===== src/sv/qsmj_ram.sv =====
// Generic single write port, single read port RAM with registered read data.
`default_nettype none

module qsmj_ram #(
  parameter int WIDTH = 32,
  parameter int DEPTH = 24
) (
  input  logic                     clk_i,
  input  logic                     wr_en_i,
  input  logic [$clog2(DEPTH)-1:0] wr_addr_i,
  input  logic [WIDTH-1:0]         wr_data_i,
  input  logic                     rd_en_i,
  input  logic [$clog2(DEPTH)-1:0] rd_addr_i,
  output logic [WIDTH-1:0]         rd_data_o
);

  logic [WIDTH-1:0] mem_q [DEPTH];
  logic [WIDTH-1:0] rd_data_q;

  // Write port and registered read port.
  always_ff @(posedge clk_i) begin
    if (wr_en_i) begin
      mem_q[wr_addr_i] <= wr_data_i;
    end
    if (rd_en_i) begin
      rd_data_q <= mem_q[rd_addr_i];
    end
  end

  assign rd_data_o = rd_data_q;

endmodule

`default_nettype wire


===== config.mk =====
export PLATFORM = sky130hd
export DESIGN_NAME = qsmj_ram
export DESIGN_NICKNAME = d
export VERILOG_FILES = /design/src/sv/qsmj_ram.sv
export SDC_FILE = /design/constraint.sdc
export NUM_CORES = 1
export LEC_CHECK = 0
export BUFFER_PORTS_ARGS = -buffer_cell sky130_fd_sc_hd__buf_2
export CELL_PAD_IN_SITES_DETAIL_PLACEMENT = 2
export CELL_PAD_IN_SITES_GLOBAL_PLACEMENT = 2
export CORE_ASPECT_RATIO = 0.9
export CORE_MARGIN = 2
export CORE_UTILIZATION = 44
export DETAILED_ROUTE_END_ITERATION = 10
export GPL_ROUTABILITY_DRIVEN = 0
export GPL_TIMING_DRIVEN = 0
export PLACE_DENSITY_LB_ADDON = 0.1
export SKIP_CTS_REPAIR_TIMING = 1
export SLEW_MARGIN = 20
export SYNTH_ARGS = -nofsm -noshare
export SYNTH_HDL_FRONTEND = slang
export SYNTH_SLANG_ARGS = --single-unit

===== constraint.sdc =====
create_clock -name clk_i -period 2.36 [get_ports clk_i]
set_input_delay 0.118 -clock clk_i [delete_from_list [all_inputs] [get_ports clk_i]]
set_output_delay 0.118 -clock clk_i [all_outputs]
set_load 0.1 [all_outputs]

[Word-level counts from Yosys, hierarchy flattened]
Memory sizes are Yosys's and may differ from the RTL's. A register that Yosys moved wholly into a read port is not among the register bits.
Index checks and enable logic that the tools add are counted.
Operators by class
  muxes and demuxes: 2
Operators by type and width (number)
  1-bit 2-to-1 mux: 2
Storage, ports and cells
  flip-flop bits (word level): 0
  memory bits (writable): 768
  input bits: 45
  memories: 1
Memories
  mem_q: words 24, width 32, rd ports 1, clocked after Yosys merged registers in 1, wr ports 1, line 17  | logic [WIDTH-1:0] mem_q [DEPTH];

[Longest topological paths before layout]
  depth after elaboration: 2
  depth in mapped cells: 7
  mapped depth without buffers: 4

[Worst setup path after synthesis]
Ideal clock, no wire load.
  kind: input port to flip-flop
  start point: in wr_addr_i[1]
  end point: mem mem_q[20][0] (enable)
  library setup time: 0.421 ns
  data arrival time: 2.103 ns
  required time: 1.939 ns
  path slack: -0.164 ns
  cell stages on the path: 3
  path through: or3b_2 > clkbuf_1 > nor2_1
RTL lines
  from (decl): line 10  | input logic [$clog2(DEPTH)-1:0] wr_addr_i,
  to (decl): line 17
Straight into the memory's write port.

==> flow_summary.json <==
{
  "cts_tree": "done",
  "root_buffer": "clkbuf_16",
  "clk_latency_ps": 640,
  "fin_setup_tns_ps": 0,
  "wl_met2_um": 45100,
  "start_kind": "primary input",
  "dieArea_mm2": 0.0717,
  "place_area_mm2": 0.0331,
  "htree_levels": 3,
  "drc": 0,
  "syn_area_per_cell_um2": 19.8,
  "stdcell_area_mm2": 0.0361,
  "outcome": "complete, no violations",
  "maxSlewHeadroom_pct": 27.6,
  "gr-usage-all-layers_pct": 25.5,
  "p_total_mw": 30.8,
  "seq_area_mm2": 0.0240,
  "netlist_area_mm2": 0.0306,
  "final-hold-violation-count": 0,
  "diodes": 0,
  "drv_cap": 0,
  "holdCritPathClass": "primary input to register",
  "cts.path.max_buffers": 3,
  "drt-total-wl_um": 89800,
  "final_nets": 1814,
  "die_x_um": 282,
  "p_leak_nw": 12.1,
  "yosys_register_bits": 800,
  "cts_buffers": 83,
  "drive_gt1_share_pct": 21.7,
  "vias": 16000,
  "placeableCoreArea_mm2": 0.0687,
  "final_antenna_net_count": 0,
  "cp_max_fo": 10,
  "grt_max_degree": 25,
  "grt_pass1_vias": 17600,
  "async_flop_share_pct": 0,
  "post_drt_wl_per_cell_um": 32.5,
  "synthFlopType": "edfxtp_1",
  "yosys_warnings": 0,
  "drv_slew": 0,
  "netlist_instances": 1543,
  "grt_pass1_wl_um": 127000,
  "crit_required_ps": 2700,
  "p_switching_mw": 6.89,
  "vdd_drop_max_mv": 0.581,
  "power_density_mw_per_mm2": 853,
  "setup_viol": 0,
  "worstSetupPathType": "primary input to register",
  "p_seq_share_pct": 51.7,
  "syn2layout_area_growth_pct": 17.9,
  "fillCellCount": 5912,
  "tightest_slew_ps": 1090,
  "dieHeight_um": 254,
  "drt_iter0_drc": 1625,
  "grt_antenna_before_repair": 0,
  "mostFrequentLayoutCell": "edfxtp_1",
  "cp-end-kind": "register",
  "met1Wirelength_um": 39100,
  "period_minus_slack_ps": 2190,
  "clkPwrFrac_pct": 41.8,
  "layout_common_cells": "800 x edfxtp_1, 232 x mux2i_1, 98 x nand2_1",
  "top_layer": "met4",
  "p_comb_share_pct": 6.4,
  "grt_overflow": 0,
  "worstPathArrival_ps": 2530,
  "io_pins": 77,
  "synth_edf_count": 800,
  "yosysSeqAreaShare_pct": 78.5,
  "clock_sinks": 800,
  "drtPass1Iterations": 5,
  "start_util_pct": 44.6,
  "placementRows": 91,
  "multi_input_area_mm2": 0.00631,
  "post-route-period-util_pct": 92.9,
  "rsz0062_at_grt": "false",
  "synth_cell_types": 24,
  "internal_power_mw": 23.9,
  "path_clk_slew_ps": 60,
  "met3_length_um": 3360,
  "clock.fmax_ghz": 0.456,
  "fin_skew_ps": 16.1,
  "port_buffers": 73,
  "hpwl_um": 57800,
  "synth_fp_nets": 1588,
  "viasPerCell": 5.81,
  "swShare_pct": 22.4
}
[power groups by stage]
stage / logic, mW / clock network [mW] / registers, mW
final: 1.98 / 12.9 / 15.9
after global placement: 1.83 / 0 / 16.2
after detailed placement: 1.96 / 0 / 16.2
after floorplan: 0.783 / 0 / 16.6
after CTS: 1.97 / 13.1 / 15.9
after global routing: 2.10 / 13.6 / 15.9
[state kept, by name, indices dropped and copies added, names as in the netlist]
name / count
rd_data_o: 32
mem_q: 768
[routing by layer]
layer / vias up / global-route usage, %
li1: 6733 / -
met5: - / 0
met3: 129 / 3.44
met2: 389 / 43.4
met4: 0 / 7.33
met1: 8795 / 34.6
[cells in the mapped netlist, types with 4 or more instances]
master / n / area [µm²]
a221oi_1: 12 / 105
a22oi_1: 72 / 541
buf_1: 6 / 22.5
buf_2: 18 / 90.1
buf_4: 13 / 97.6
buf_6: 9 / 101
clkbuf_1: 37 / 139
edfxtp_1: 800 / 24000
mux2_2: 32 / 360
mux2i_1: 232 / 2320
mux4_2: 76 / 1710
nand2_1: 98 / 368
nand3_1: 53 / 265
nand3b_1: 4 / 30.0
nand4_1: 32 / 200
nor2_1: 27 / 101
o21ai_0: 12 / 60.1
[per-stage QoR]
step                setup WS (ps)  instances  hold WS, ps  utilization, %
floorplan                    -164       1543          217               -
global placement            -2520       2546          548            46.8
detailed placement           -635       2582          572            48.3
CTS                          36.8       2728         -104            52.1
global route                 56.3       2760         46.5            52.5
finish                        167       2760         42.4            52.5
[final cells by class]
class                      instances  area share [%]
sequential                       800            66.6
multi-input combinational        659            17.5
clock inverter                    41           0.912
clock buffer                     105            6.34
timing repair buffer             141            4.17
inverter                           1          0.0104
buffer                            83            1.27
tap                              930            3.23
[path summary, 6_finish.rpt]
kind	start	to	slack, ps	depth (start not counted)
worst min-delay path	rd_en_i	rd_data_o[31]	40	1
worst max-delay path	rd_addr_i[2]	rd_data_o[24]	170	7
worst min register to register	mem_q[5][24]	rd_data_o[24]	710	4
worst max register to register	mem_q[15][24]	rd_data_o[24]	490	3
[cell families (layout without fill, tap and decap cells)]
family	count (synthesis)	in the layout	share of synthesized area, %
DFF	800	800	78.5
and+or+nand+nor	223	223	3.35
muxes	340	340	14.4
AOI/OAI and AO/OA	96	96	2.31
buffers and inverters	84	371	1.48
[critical path, cell delays in order]
cell	delay [ps]
buf_2	190
buf_2	300
nor2_2	530
clkbuf_1	660
a221oi_1	210
o21ai_0	350
nand3_1	150
Note: power is estimated with default switching activity, not from simulation.
