**config.mk**
```make
export PLATFORM = sky130hd
export DESIGN_NAME = qsmj_sqrt
export DESIGN_NICKNAME = d
export VERILOG_FILES = /design/src/sv/qsmj_pkg.sv /design/src/sv/qsmj_sqrt.sv
export SDC_FILE = /design/constraint.sdc
export NUM_CORES = 1
export LEC_CHECK = 0
export ABC_AREA = 1
export BUFFER_PORTS_ARGS = -buffer_cell sky130_fd_sc_hd__buf_2
export CAP_MARGIN = 10
export CORE_AREA = 5 5 174 176
export DETAILED_ROUTE_END_ITERATION = 10
export DIE_AREA = 0 0 179 181
export HOLD_SLACK_MARGIN = 0.1
export PLACE_DENSITY = 0.81
export SYNTH_ARGS = -nofsm -noshare
export SYNTH_HDL_FRONTEND = slang
export SYNTH_SLANG_ARGS = --single-unit
```
**constraint.sdc**
```tcl
create_clock -name clk_i -period 5.3 [get_ports clk_i]
set_clock_uncertainty 0.05 [all_clocks]
set_input_delay 1.06 -clock clk_i [delete_from_list [all_inputs] [get_ports clk_i]]
set_output_delay 1.06 -clock clk_i [all_outputs]
set_load 0.02 [all_outputs]
```
**src/sv/qsmj_pkg.sv**
```systemverilog
// Shared types, constants and arithmetic helpers for the quad8 surface map unit.
`default_nettype none

package qsmj_pkg;

  // Command codes of the input channel.
  localparam logic CMD_LOAD = 1'b0;
  localparam logic CMD_EVAL = 1'b1;

  // Coordinate store geometry: eight nodes with three axes each.
  localparam int N_NODES   = 8;
  localparam int N_AXES    = 3;
  localparam int N_ENTRIES = N_NODES * N_AXES;
  localparam int ADDR_W    = $clog2(N_ENTRIES);
  localparam int COORD_W   = 32;

  // Square root and normalization widths.
  localparam int ROOT_W = 64;
  localparam int Q_FRAC = 14;
  localparam int QUO_W  = Q_FRAC + 2;

  // Sequencer states.
  typedef enum logic [3:0] {
    ST_IDLE,
    ST_INIT,
    ST_NODE,
    ST_FIN,
    ST_CROSS,
    ST_SQ,
    ST_ROOT_GO,
    ST_ROOT_RUN,
    ST_DIV_GO,
    ST_DIV_RUN,
    ST_OUT
  } state_e;

  // Where a finished product is written back in the cycle after it is issued.
  typedef enum logic [3:0] {
    D_NONE,
    D_XXM,
    D_YYM,
    D_S,
    D_DX,
    D_DY,
    D_P,
    D_TX,
    D_TY,
    D_NA,
    D_NS,
    D_SQ
  } dst_kind_e;

  typedef struct packed {
    dst_kind_e  kind;
    logic [1:0] idx;
  } dst_t;

  // Control and status of the iterative units.
  typedef struct packed {
    logic start;
  } unit_ctl_t;

  typedef struct packed {
    logic busy;
    logic done;
  } unit_sts_t;

  // Rounding shift of the shape function numerators.
  function automatic logic [4:0] shp_shift(input logic [2:0] nd);
    return nd[2] ? 5'd19 : 5'd20;
  endfunction

  // Rounding shift of the xi derivative numerators.
  function automatic logic [4:0] dxi_shift(input logic [2:0] nd);
    return nd[2] ? (nd[0] ? 5'd5 : 5'd4) : 5'd6;
  endfunction

  // Rounding shift of the eta derivative numerators.
  function automatic logic [4:0] deta_shift(input logic [2:0] nd);
    return nd[2] ? (nd[0] ? 5'd4 : 5'd5) : 5'd6;
  endfunction

  // Arithmetic shift right with rounding half away from zero; sh is at least one.
  function automatic logic signed [71:0] rnd_haz(input logic signed [71:0] v,
                                                 input logic [4:0] sh);
    logic [71:0] m;
    logic [71:0] half;
    m    = v[71] ? 72'(-v) : 72'(v);
    half = 72'd1 << (sh - 5'd1);
    m    = (m + half) >> sh;
    return v[71] ? -signed'(m) : signed'(m);
  endfunction

  // Saturation to 32 bits, either two's complement range or symmetric range.
  function automatic logic signed [31:0] sat32(input logic signed [71:0] v,
                                               input logic sym);
    logic signed [71:0] lo;
    logic signed [71:0] hi;
    hi = 72'sd2147483647;
    lo = sym ? -72'sd2147483647 : -72'sd2147483648;
    if (v < lo) begin
      return lo[31:0];
    end else if (v > hi) begin
      return hi[31:0];
    end
    return v[31:0];
  endfunction

endpackage

`default_nettype wire

```
**src/sv/qsmj_sqrt.sv**
```systemverilog
// Bit-serial integer square root, two radicand bits per cycle.
`default_nettype none

module qsmj_sqrt
  import qsmj_pkg::*;
(
  input  logic                  clk_i,
  input  logic                  rst_ni,
  input  unit_ctl_t             ctl_i,
  input  logic [2*ROOT_W-1:0]   radicand_i,
  output unit_sts_t             sts_o,
  output logic [ROOT_W-1:0]     root_o
);

  localparam int CntW = $clog2(ROOT_W + 1);

  logic [2*ROOT_W-1:0] rad_q;
  logic [ROOT_W+1:0]   rem_q;
  logic [ROOT_W-1:0]   root_q;
  logic [CntW-1:0]     cnt_q;
  logic                busy_q;
  logic                done_q;

  logic [ROOT_W+3:0] rem_t;
  logic [ROOT_W+3:0] trial;
  logic [ROOT_W+3:0] diff;
  logic              ge;

  // One restoring root digit: bring down two bits and try the next root bit.
  assign rem_t = {rem_q, rad_q[2*ROOT_W-1 -: 2]};
  assign trial = {2'b00, root_q, 2'b01};
  assign diff  = rem_t - trial;
  assign ge    = rem_t >= trial;

  // Iteration control.
  always_ff @(posedge clk_i or negedge rst_ni) begin
    if (!rst_ni) begin
      busy_q <= 1'b0;
      done_q <= 1'b0;
      cnt_q  <= '0;
    end else begin
      done_q <= 1'b0;
      if (ctl_i.start) begin
        busy_q <= 1'b1;
        cnt_q  <= CntW'(ROOT_W);
      end else if (busy_q) begin
        cnt_q <= cnt_q - CntW'(1);
        if (cnt_q == CntW'(1)) begin
          busy_q <= 1'b0;
          done_q <= 1'b1;
        end
      end
    end
  end

  // Remainder, root and radicand shift register.
  always_ff @(posedge clk_i) begin
    if (ctl_i.start) begin
      rad_q  <= radicand_i;
      rem_q  <= '0;
      root_q <= '0;
    end else if (busy_q) begin
      rad_q  <= {rad_q[2*ROOT_W-3:0], 2'b00};
      rem_q  <= ge ? diff[ROOT_W+1:0] : rem_t[ROOT_W+1:0];
      root_q <= {root_q[ROOT_W-2:0], ge};
    end
  end

  assign sts_o.busy = busy_q;
  assign sts_o.done = done_q;
  assign root_o     = root_q;

endmodule

`default_nettype wire

```
# Yosys cells after proc, flatten, opt, wreduce, memory -nomap -nowiden
# Index checks and enable logic that the tools add are counted.
# totals
elab_cells,22
inputBits,131
reg_bits,267
# classes
n_eq_ne,1
n_lt_le_gt_ge,1
reduce_logical,1
n_addsub,2
mux,11
# ops
cell,n
128-bit two-way mux,2
68-bit by 66-bit greater-or-equal comparator with 1-bit output,1
66-bit two-way mux,1
66-bit subtractor,1
7-bit two-way mux,2
7-bit by 1-bit == test with 1-bit output (second input constant),1
7-bit by 1-bit subtractor with 7-bit output (second input constant),1
1-bit two-way mux,6
2-bit nonzero test,1

# Longest topological paths before layout
# Gate-level depths: netlist (run 1).
# logic_depth
word_depth,4
depth_mapped,18
depth_no_buf,18

# Worst setup path before layout (run 1)
# OpenSTA, ideal clock, no wires.
# synth_path
kind,input -> register
from,input ctl_i
to,register rad_q[0] (enable)
setup_ns,0.543
cell_stages,4
path_slack_ns,-0.375
arrival_ns,5.082
cell_sequence,clkbuf_1 > nor2_1 > inv_1 > clkbuf_1
# synth_between
elab_chain_cells,1
# synth_rtl
item,line,rtl
"start, declared",qsmj_sqrt.sv:9,"input unit_ctl_t ctl_i,"
2-bit nonzero test (no line),--,
"end signal, assigned",qsmj_sqrt.sv:59,rad_q <= radicand_i;
"end signal, assigned",qsmj_sqrt.sv:63,"rad_q <= {rad_q[2*ROOT_W-3:0], 2'b00};"
"end, declared",qsmj_sqrt.sv:17,logic [2*ROOT_W-1:0] rad_q;
# No other way between the ends.
# A chain may end at the register's enable or synchronous reset.

# Final worst setup path (run 1)
# layout_path
from,"register root_q[16], in the netlist root_o[16]"
to,register rem_q[44]
# layout_between
elab_chain_cells,2
elab_cells_between_ends,3
classes_between,add/sub: 1; order compare: 1; mux: 1
# layout_rtl
item,line,rtl
"start, declared",qsmj_sqrt.sv:19,logic [ROOT_W-1:0] root_q;
"start signal, assigned",qsmj_sqrt.sv:65,"root_q <= {root_q[ROOT_W-2:0], ge};"
66-bit subtractor or 68-bit by 66-bit greater-or-equal comparator with 1-bit output (tied branches),"qsmj_sqrt.sv:32, qsmj_sqrt.sv:33",
66-bit two-way mux *,qsmj_sqrt.sv:64,rem_q <= ge ? diff[ROOT_W+1:0] : rem_t[ROOT_W+1:0];
"end signal, assigned",qsmj_sqrt.sv:64,
"end, declared",qsmj_sqrt.sv:18,logic [ROOT_W+1:0] rem_q;
# Mark *: on every way between the ends. The rest lies on a longest branch, timed or not.

==> results of run 1 <==
-- kinds of logic (layout without fill, tap and decap cells) --
kind of cell,count (synthesis),in the layout
AO/OA/AOI/OAI,165,165
XOR/XNOR,37,37
adder cells (fa/ha/maj),68,68
buffers and inverters,460,629
flip-flops,267,267
AND/OR/NAND/NOR,1455,1455
-- registers in the layout, indices dropped and copies added, names as in the netlist --
register  cells
root_o       64
rem_q        66
busy_q        1
done_q        1
rad_q       128
cnt_q         7
-- power breakdown --
group | internal [uW] | total, uW | switching, uW
Sequential | 2480 | 2660 | 181
Clock | 1140 | 1960 | 817
Combinational | 1860 | 6290 | 4430
-- synthesized netlist by cell type (12+ instances only) --
| library cell | instances | area [um2] |
|---|---|---|
| nand3_1 | 160 | 801 |
| ha_1 | 68 | 851 |
| nand2_1 | 1034 | 3880 |
| nor2_1 | 110 | 413 |
| edfxtp_1 | 128 | 3840 |
| o21ai_0 | 23 | 115 |
| dfxtp_1 | 130 | 2600 |
| a21oi_1 | 59 | 295 |
| o21bai_1 | 12 | 90.1 |
| inv_1 | 369 | 1390 |
| clkbuf_1 | 52 | 195 |
| nand4_1 | 76 | 475 |
| xor2_1 | 36 | 315 |
| nand3_2 | 32 | 320 |
| o22ai_1 | 64 | 400 |
-- how the worst max path moves through the flow --
| stage | start | end | slack (ns) | cells past startpoint |
|---|---|---|---|---|
| after floorplan | ctl_i | rad_q[0] | 1.66 | 4 |
| after global placement | root_o[25] | rem_q[47] | 1.79 | 14 |
| after detailed placement | root_o[12] | rem_q[44] | 1.66 | 16 |
| after CTS | root_o[12] | rem_q[44] | 1.63 | 16 |
| after global routing | root_o[24] | rem_q[46] | 1.26 | 14 |
| final | root_o[16] | rem_q[44] | 1.58 | 16 |
-- layer usage --
metal	GRT usage (%)	vias up	routed length (um)
met5	0	-	0
met2	47.8	593	22100
li1	-	8060	-
met1	39.1	7261	20500
met4	8.50	0	1460
met3	4.58	79	3430
-- cell usage in the layout (no fill, tap or decap), types with 2 or more instances in the layout --
master      count
nor2_1        108
nand3b_1        4
bufinv_16       2
nand4_1        76
nor4_1          2
nand2_4         2
clkinv_1        3
inv_6           2
a21oi_1        59
dfrtp_1         9
buf_2         195
clkbuf_1        7
buf_4           7
clkinvlp_4      2
nor3_4          2
o21ai_0        23
clkinv_2        3
inv_1         368
xor2_1         36
ha_1           68
clkbuf_8        3
inv_2           4
nand3_2        32
nor2_4          2
nor3_1         11
nand2_1      1034
clkbuf_16      29
o22ai_1        64
nor2_2         11
a21oi_2         2
edfxtp_1      128
dfxtp_1       130
nand3_1       160
nand2_2         8
o21bai_1       12
-- per-stage QoR --
| stage | power, uW | setup slack, ns | instances |
|---|---|---|---|
| after floorplan | 7320 | 1.66 | 2452 |
| after global placement | 8790 | 1.79 | 2953 |
| after detailed placement | 8860 | 1.66 | 2953 |
| after CTS | 10800 | 1.63 | 3005 |
| after global routing | 11800 | 1.26 | 3005 |
| final | 10900 | 1.58 | 3005 |
-- final cells by class --
type / instances / area [um2]
Fill cell: 2512 / 9590
Multi-Input combinational cell: 1725 / 8350
Sequential cell: 267 / 6670
Inverter: 374 / 1410
Timing Repair Buffer: 203 / 1050
Clock buffer: 40 / 798
Tap cell: 384 / 480
Clock inverter: 12 / 119
==> out/metrics.yaml, run 1 <==
portBuffers: 196
maxCapViolCount: 0
timing.fmax_mhz: 269
min_path_type: "primary input to async pin"
syn-num-nets: 2651
synthCells: 2452
areaGrowthSynthToFinish_pct: 12.0
core_um2: 28500
yosys.area_share.simple_pct: 36.7
synth_xor_area_share_pct: 1.92
min_period_ns: 3.72
wire_per_inst_um: 15.8
numCtsBuffers: 28
io_pins: 197
arrival_ns: 4.09
gp_congestion: 0.980
reg2reg_from: "root_o[16]"
p_leak_uw: 0.0101
setup_tns_ns: 0
hpwl_um: 35800
post-cts-setup-buffers: 0
start_util_pct: 59.2
clkTransAtPathRegs_ns: 0.06
utilization_pct: 66.3
path_buf_inv: 4
reg2regPathDepth: 16
grt_pass1_wl_um: 77300
relSlewSlack_pct: 23.2
r2r_slack_ns: 1.58
cts_tree: "built"
synth.distinct_cells: 40
syn_area_um2: 16900
worst_hold_slack_ns: 0.304
synth_top_family_by_area: "simple AND/OR/NAND/NOR gates"
wl_um: 47500
h-tree-depth: 1
antenna_cells: 0
drt_first_pass_iters: 7
synth_fa_ha_area_share_pct: 5.04
path_max_fanout: 67
grt_max_degree: 119
hold_viol: 0
grt-ovfl-total: 0
crit_slowest_cell: "nand2_4"
clk_path_buf_depth: 3
place_area_um2: 18000
finalSetupViolations: 0
cpPeakStageDelay_ns: 0.72
insertion_delay_ns: 0.55
critPathLaunchType: "flip-flop"
drt_iter0_drc: 1221
ys_seq_area_share_pct: 39.6
dieHeight_um: 181
synth_top_flop_cell: "dfxtp_1"
antenna_found_initial: 0
status: "completed"
drc_errors: 0
viasPerCell: 5.32
final_area_um2: 18900
grtUsageTotal_pct: 28.9
grt_pass1_vias: 15400
drv_slew: 0
cp.required_ns: 5.67
num_vias: 16000
clock_sinks: 267
synth_enable_flop_cells: 128
worst_setup_path_end_kind: "flip-flop"
cts_root_buf: "clkbuf_16"
post-route-period-util_pct: 70.2
ant_nets: 0
synth_compound_area_share_pct: 5.74
cts_resized: 0
p_per_area_nw_per_um2: 578
rsz0062_at_grt: "no"
timing.rr.end: "rem_q[44]"
async_reset_ff_share_pct: 3.37
holdBufCountCts: 0
die_x_um: 179
die-area_um2: 32400
vdd_ir_drop_max_uv: 280
num_rows: 62
tightest_slew_ns: 1.15
synthesis.area_per_instance_um2: 6.88
final_nets: 2798
ys_warn_count: 0
synth-seq-cells: 267
crit_family: "simple AND/OR/NAND/NOR gates"
crit_chain: "inv_1 > ha_1 > nand2_2 > inv_1 > nand2_1 > nand2_1 > inv_1 > nand2_1 > inv_1 > nand3_2 > nand2_1 > nand3_2 > nand2_4 > nand2_4 > nand3_1 > nand3_1"
critPathKind: "flip-flop to flip-flop"
synthMuxAreaShare_pct: 0
drive_gt1_share_pct: 11.9
Power figures use the tool's default switching activity.
==> run 2, diff against run 1 <==
==> constraint.sdc (replaced) <==
create_clock -name clk_i -period 3.9 [get_ports clk_i]
set_clock_uncertainty 0.05 [all_clocks]
set_input_delay 0.78 -clock clk_i [delete_from_list [all_inputs] [get_ports clk_i]]
set_output_delay 0.78 -clock clk_i [all_outputs]
set_load 0.02 [all_outputs]
==> out/metrics.yaml, run 2 (synthesized netlist as in run 1, its figures left out) <==
h-tree-depth: 1  # unchanged
finalSetupViolations: 0  # unchanged
clock_sinks: 267  # unchanged
holdBufCountCts: 1  # +1
final_area_um2: 19000  # +0.54%
grt_max_degree: 135  # +13%
dieHeight_um: 181  # unchanged
crit_slowest_cell: "a21oi_4"
cts_root_buf: "clkbuf_16"
layout_common_cells: "1034 x nand2_1, 368 x inv_1, 195 x buf_2, 160 x nand3_1, 130 x dfxtp_1"
drt_iter0_drc: 1389  # +14%
core_um2: 28500  # unchanged
grt-ovfl-total: 0  # unchanged
dpl.cell_count: 2959  # +0.20%
post-route-period-util_pct: 88.7  # +18 points
drive_gt1_share_pct: 12.1  # +0.23 points
clkTransAtPathRegs_ns: 0.06  # about the same
cpPeakStageDelay_ns: 0.92  # +0.20 ns
num_rows: 62  # unchanged
antenna_found_initial: 1  # +1
p_per_area_nw_per_um2: 785  # +36%
relSlewSlack_pct: 20.1  # -3.0 points
rsz0062_at_grt: "no"
tightest_slew_ns: 1.20  # +0.0429 ns
grt_pass1_vias: 15600  # +1.4%
crit_chain: "inv_1 > ha_1 > a21oi_1 > nand2_1 > nand2_1 > nand2_1 > a21oi_1 > nand2_1 > a21oi_4 > buf_4 > nand4_1 > nand2_1 > inv_1 > nand2_1"
cpMostUsedCell: "nand2_1"
drt_first_pass_iters: 6  # -1
setup_tns_ns: 0  # unchanged
utilization_pct: 66.7  # +0.36 points
clk_path_buf_depth: 3  # unchanged
path_max_fanout: 35  # -48%
gp_congestion: 1.03  # +4.8%
cts_resized: 0  # unchanged
grt_pass1_wl_um: 78000  # +0.90%
maxCapViolCount: 0  # unchanged
io_pins: 197  # unchanged
final_common_cell: "nand2_1"
insertion_delay_ns: 0.57  # +0.02 ns
cp.required_ns: 4.36  # -1.31 ns
min_path_type: "primary input to flip-flop"
numCtsBuffers: 29  # +3.6%
hpwl_um: 36100  # +0.78%
stdcell_count: 3015  # +0.33%
vdd_ir_drop_max_uv: 692  # +150%
arrival_ns: 3.92  # -0.17 ns
post-cts-setup-buffers: 0  # unchanged
portBuffers: 196  # unchanged
place_area_um2: 18100  # +0.53%
critPathKind: "flip-flop to flip-flop"
worst_setup_path_end_kind: "flip-flop"
num_vias: 16100  # +0.58%
critPathLaunchType: "flip-flop"
min_period_ns: 3.46  # -0.264 ns
p_leak_uw: 0.0102  # +0.62%
hold_viol: 0  # unchanged
timing.fmax_mhz: 289  # +7.6%
viasPerCell: 5.34  # +0.25%
areaGrowthSynthToFinish_pct: 12.6
ant_nets: 0  # unchanged
final_nets: 2806  # +0.29%
drc_errors: 0  # unchanged
status: "completed"
wire_per_inst_um: 16.0  # +0.95%
cts_tree: "built"
wl_um: 48200  # +1.3%
die-area_um2: 32400  # unchanged
start_util_pct: 59.2  # unchanged
die_x_um: 179  # unchanged
largest_reg_flops: 128  # unchanged
grtUsageTotal_pct: 29.4  # +0.44 points
regMostFlops: "rad_q"
drv_slew: 0  # unchanged
[run 2: critical path, delay by kind of cell, from the launching register on]
| family | cells | cell delay [ns] |
|---|---|---|
| AND/OR/NAND/NOR | 7 | 0.64 |
| buffers and inverters | 3 | 0.68 |
| flip-flops | 1 | 0.33 |
| AO/OA/AOI/OAI | 3 | 1.30 |
| adder cells (fa/ha/maj) | 1 | 0.36 |
[run 2: path summary, 6_finish.rpt]
| path | depth (start not counted) | to | slack [ns] | start |
|---|---|---|---|---|
| setup / recovery | 14 | rem_q[65] | 0.44 | root_o[53] |
| hold / removal | 3 | rad_q[63] | 0.43 | radicand_i[63] |
| setup reg to reg | 14 | rem_q[65] | 0.44 | root_o[53] |
| hold reg to reg | 1 | cnt_q[2] | 0.45 | cnt_q[2] |
| max in group asynchronous | 2 | cnt_q[0] | 3.04 | rst_ni |
| min in group asynchronous | 2 | cnt_q[3] | 0.58 | rst_ni |
[run 2: power breakdown]
group / internal (uW) / switching (uW)
clock: 1540 / 1110
sequential: 3370 / 246
combinational: 2570 / 6080
total: 7470 / 7430
[run 2: through the flow]
stage	setup slack (ns)	total power, uW	hold WS (ns)
after floorplan	0.538	9950	0.407
after global placement	0.738	12000	0.431
after detailed placement	0.602	12100	0.438
after CTS	0.501	14800	0.410
after global routing	0.196	16100	0.426
final	0.442	14900	0.429
[run 2: cell type report]
cell class | count | area [um2]
Sequential cell | 267 | 6670
Clock buffer | 47 | 841
Timing Repair Buffer | 210 | 1150
Antenna cell | 1 | 2.50
Inverter | 374 | 1410
Clock inverter | 7 | 71.3
Multi-Input combinational cell | 1725 | 8350
Fill cell | 2584 | 9490
Tap cell | 384 | 480
[run 2: layer usage]
| layer | global-route usage, % | vias to the layer above | routed length [um] |
|---|---|---|---|
| li1 | - | 8083 | - |
| met1 | 39.0 | 7341 | 20700 |
| met2 | 49.8 | 578 | 22800 |
| met3 | 4.93 | 84 | 3500 |
| met4 | 7.43 | 0 | 1130 |
| met5 | 0 | - | 0 |
==> run 3, diff against run 2 <==
--- a/config.mk
+++ b/config.mk
@@ -8,11 +8,11 @@
 export ABC_AREA = 1
 export BUFFER_PORTS_ARGS = -buffer_cell sky130_fd_sc_hd__buf_2
 export CAP_MARGIN = 10
-export CORE_AREA = 5 5 174 176
+export CORE_AREA = 5 5 169 171
 export DETAILED_ROUTE_END_ITERATION = 10
-export DIE_AREA = 0 0 179 181
+export DIE_AREA = 0 0 174 176
 export HOLD_SLACK_MARGIN = 0.1
-export PLACE_DENSITY = 0.81
+export PLACE_DENSITY = 0.85
 export SYNTH_ARGS = -nofsm -noshare
 export SYNTH_HDL_FRONTEND = slang
 export SYNTH_SLANG_ARGS = --single-unit
==> constraint.sdc (replaced) <==
create_clock -name clk_i -period 4.02 [get_ports clk_i]
set_clock_uncertainty 0.05 [all_clocks]
set_input_delay 0.804 -clock clk_i [delete_from_list [all_inputs] [get_ports clk_i]]
set_output_delay 0.804 -clock clk_i [all_outputs]
set_load 0.02 [all_outputs]
==> out/metrics.yaml, run 3 (synthesized netlist as in run 1, its figures left out) <==
status: "completed"
critPathLaunchType: "flip-flop"
dieHeight_um: 176  # -2.8%
grt_pass1_vias: 15800  # +1.6%
cts_tree: "built"
viasPerCell: 5.51  # +3.2%
num_vias: 16300  # +1.6%
drc_errors: 0  # unchanged
grt-ovfl-total: 0  # unchanged
p_switching_uw: 7410  # -0.38%
combPwrFrac_pct: 58.3  # +0.3 points
gp_congestion: 1.05  # +2.3%
die-area_um2: 30600  # -5.5%
layout_common_cells: "1034 x nand2_1, 368 x inv_1, 195 x buf_2, 160 x nand3_1, 130 x dfxtp_1"
hpwl_um: 37600  # +4.2%
p_sw_share_pct: 50.5  # +0.64 points
wl_um: 50500  # +4.8%
post-route-period-util_pct: 74.6  # -14 points
stdcell_count: 2969  # -1.5%
utilization_pct: 70.8  # +4.1 points
p_per_area_nw_per_um2: 775  # -1.3%
areaGrowthSynthToFinish_pct: 12.1
hold_viol: 0  # unchanged
drv_slew: 0  # unchanged
cts_resized: 0  # unchanged
portBuffers: 196  # unchanged
num_rows: 60  # -3.2%
final_area_um2: 18900  # -0.38%
ant_nets: 0  # unchanged
cts_root_buf: "clkbuf_16"
maxCapViolCount: 0  # unchanged
vdd_ir_drop_max_uv: 588  # -15%
post-cts-setup-buffers: 0  # unchanged
clock_power_share_pct: 17.7  # about the same
drt_iter0_drc: 1498  # +7.8%
grtUsageTotal_pct: 31.7  # +2.4 points
drt_first_pass_iters: 5  # -1
path_max_fanout: 34  # -2.9%
antenna_found_initial: 0  # -1
fill_cells: 2202  # -15%
setup_tns_ns: 0  # unchanged
place_area_um2: 18000  # -0.37%
clk_path_buf_depth: 3  # unchanged
drive_gt1_share_pct: 12.1  # -0.029 points
h-tree-depth: 1  # unchanged
finalSetupViolations: 0  # unchanged
relSlewSlack_pct: 35.4  # +15 points
clkTransAtPathRegs_ns: 0.07  # about the same
final_nets: 2805  # -0.036%
cp.required_ns: 4.46  # +0.10 ns
critPathKind: "flip-flop to flip-flop"
min_period_ns: 3.00  # -0.458 ns
worst_setup_path_end_kind: "flip-flop"
numCtsBuffers: 28  # -3.4%
grt_max_degree: 135  # unchanged
arrival_ns: 3.44  # -0.48 ns
io_pins: 197  # unchanged
regMostFlops: "rad_q"
start_util_pct: 63.1  # +3.9 points
largest_reg_flops: 128  # unchanged
p_leak_uw: 0.0101  # -0.14%
clock_sinks: 267  # unchanged
insertion_delay_ns: 0.58  # about the same
antenna_cells: 0  # -1
p_int_uw: 7260  # -2.9%
seqPwrFrac_pct: 24.0  # -0.2 points
power.total_uw: 14700  # -1.6%
tightest_slew_ns: 0.968  # -0.227 ns
timing.fmax_mhz: 333  # +15%
holdBufCountCts: 1  # unchanged
min_path_type: "flip-flop to flip-flop"
rsz0062_at_grt: "no"
dpl.cell_count: 2916  # -1.5%
die_x_um: 174  # -2.8%
grt_pass1_wl_um: 79600  # +2.1%
wire_per_inst_um: 17.0  # +6.4%
final_common_cell: "nand2_1"
core_um2: 26700  # -6.1%
==> run 3: changes by cell type in the layout (fill, tap and decap cells not counted), sizes merged <==
| cell | before | now |
|---|---|---|
| diode | 1 | 0 |
| inv | 375 | 373 |
| bufinv | 1 | 2 |
| clkinv | 5 | 9 |
| clkinvlp | 0 | 2 |
| clkbuf | 47 | 40 |
==> run 3: worst paths after layout <==
kind	cells past startpoint	from	to	slack, ns
setup reg to reg	18	root_o[12]	rem_q[65]	1.02
hold reg to reg	2	root_o[29]	root_o[30]	0.43
max in group asynchronous	2	rst_ni	cnt_q[1]	3.10
min in group asynchronous	2	rst_ni	cnt_q[0]	0.60
setup / recovery	18	root_o[12]	rem_q[65]	1.02
hold / removal	2	root_o[29]	root_o[30]	0.43
==> run 3: worst max-delay path: stages, from the launching register on <==
cell and delay, ns:
dfxtp_1 0.33, inv_1 0.07, ha_1 0.37, nand2_2 0.12, inv_1 0.05, nand2_1 0.06
nand2_1 0.06, nand2_1 0.06, nand2_1 0.08, inv_1 0.08, nand3_2 0.14, nand2_1 0.15
nand3_2 0.11, nand2_4 0.34, buf_4 0.50, nand4_1 0.15, nand2_1 0.10, inv_1 0.04
nand2_1 0.05
==> run 3: per-layer routing <==
| layer | GRT usage [%] | part of all wire, % | vias up |
|---|---|---|---|
| li1 | - | - | 8067 |
| met1 | 41.1 | 41 | 7481 |
| met2 | 55.0 | 48 | 688 |
| met3 | 4.80 | 7.8 | 113 |
| met4 | 10.2 | 3.2 | 0 |
| met5 | 0 | 0 | - |
==> run 3: through the flow <==
stage | hold WS [ns] | setup WS, ns
final | 0.433 | 1.02
after global routing | 0.447 | 0.753
after CTS | 0.437 | 1.03
after detailed placement | 0.444 | 1.06
after global placement | 0.427 | 1.13
after floorplan | 0.407 | 0.634
==> run 3: power groups by stage <==
stage / Combinational, uW / Clock (uW) / Sequential, uW
detailed placement: 8330 / 0 / 3550
floorplan: 6170 / 0 / 3490
global route: 9450 / 2740 / 3540
CTS: 8370 / 2600 / 3510
finish: 8560 / 2590 / 3520
global placement: 8220 / 0 / 3540
==> run 3: layout make-up <==
type                       count  area (um2)  share of cell area [%]
clock buffer                  40         787                    4.16
clock inverter                12         121                   0.642
inverter                     374        1410                    7.46
multi-input combinational   1725        8350                    44.2
sequential                   267        6670                    35.3
tap                          341         427                    2.26
timing repair buffer         210        1140                    6.03
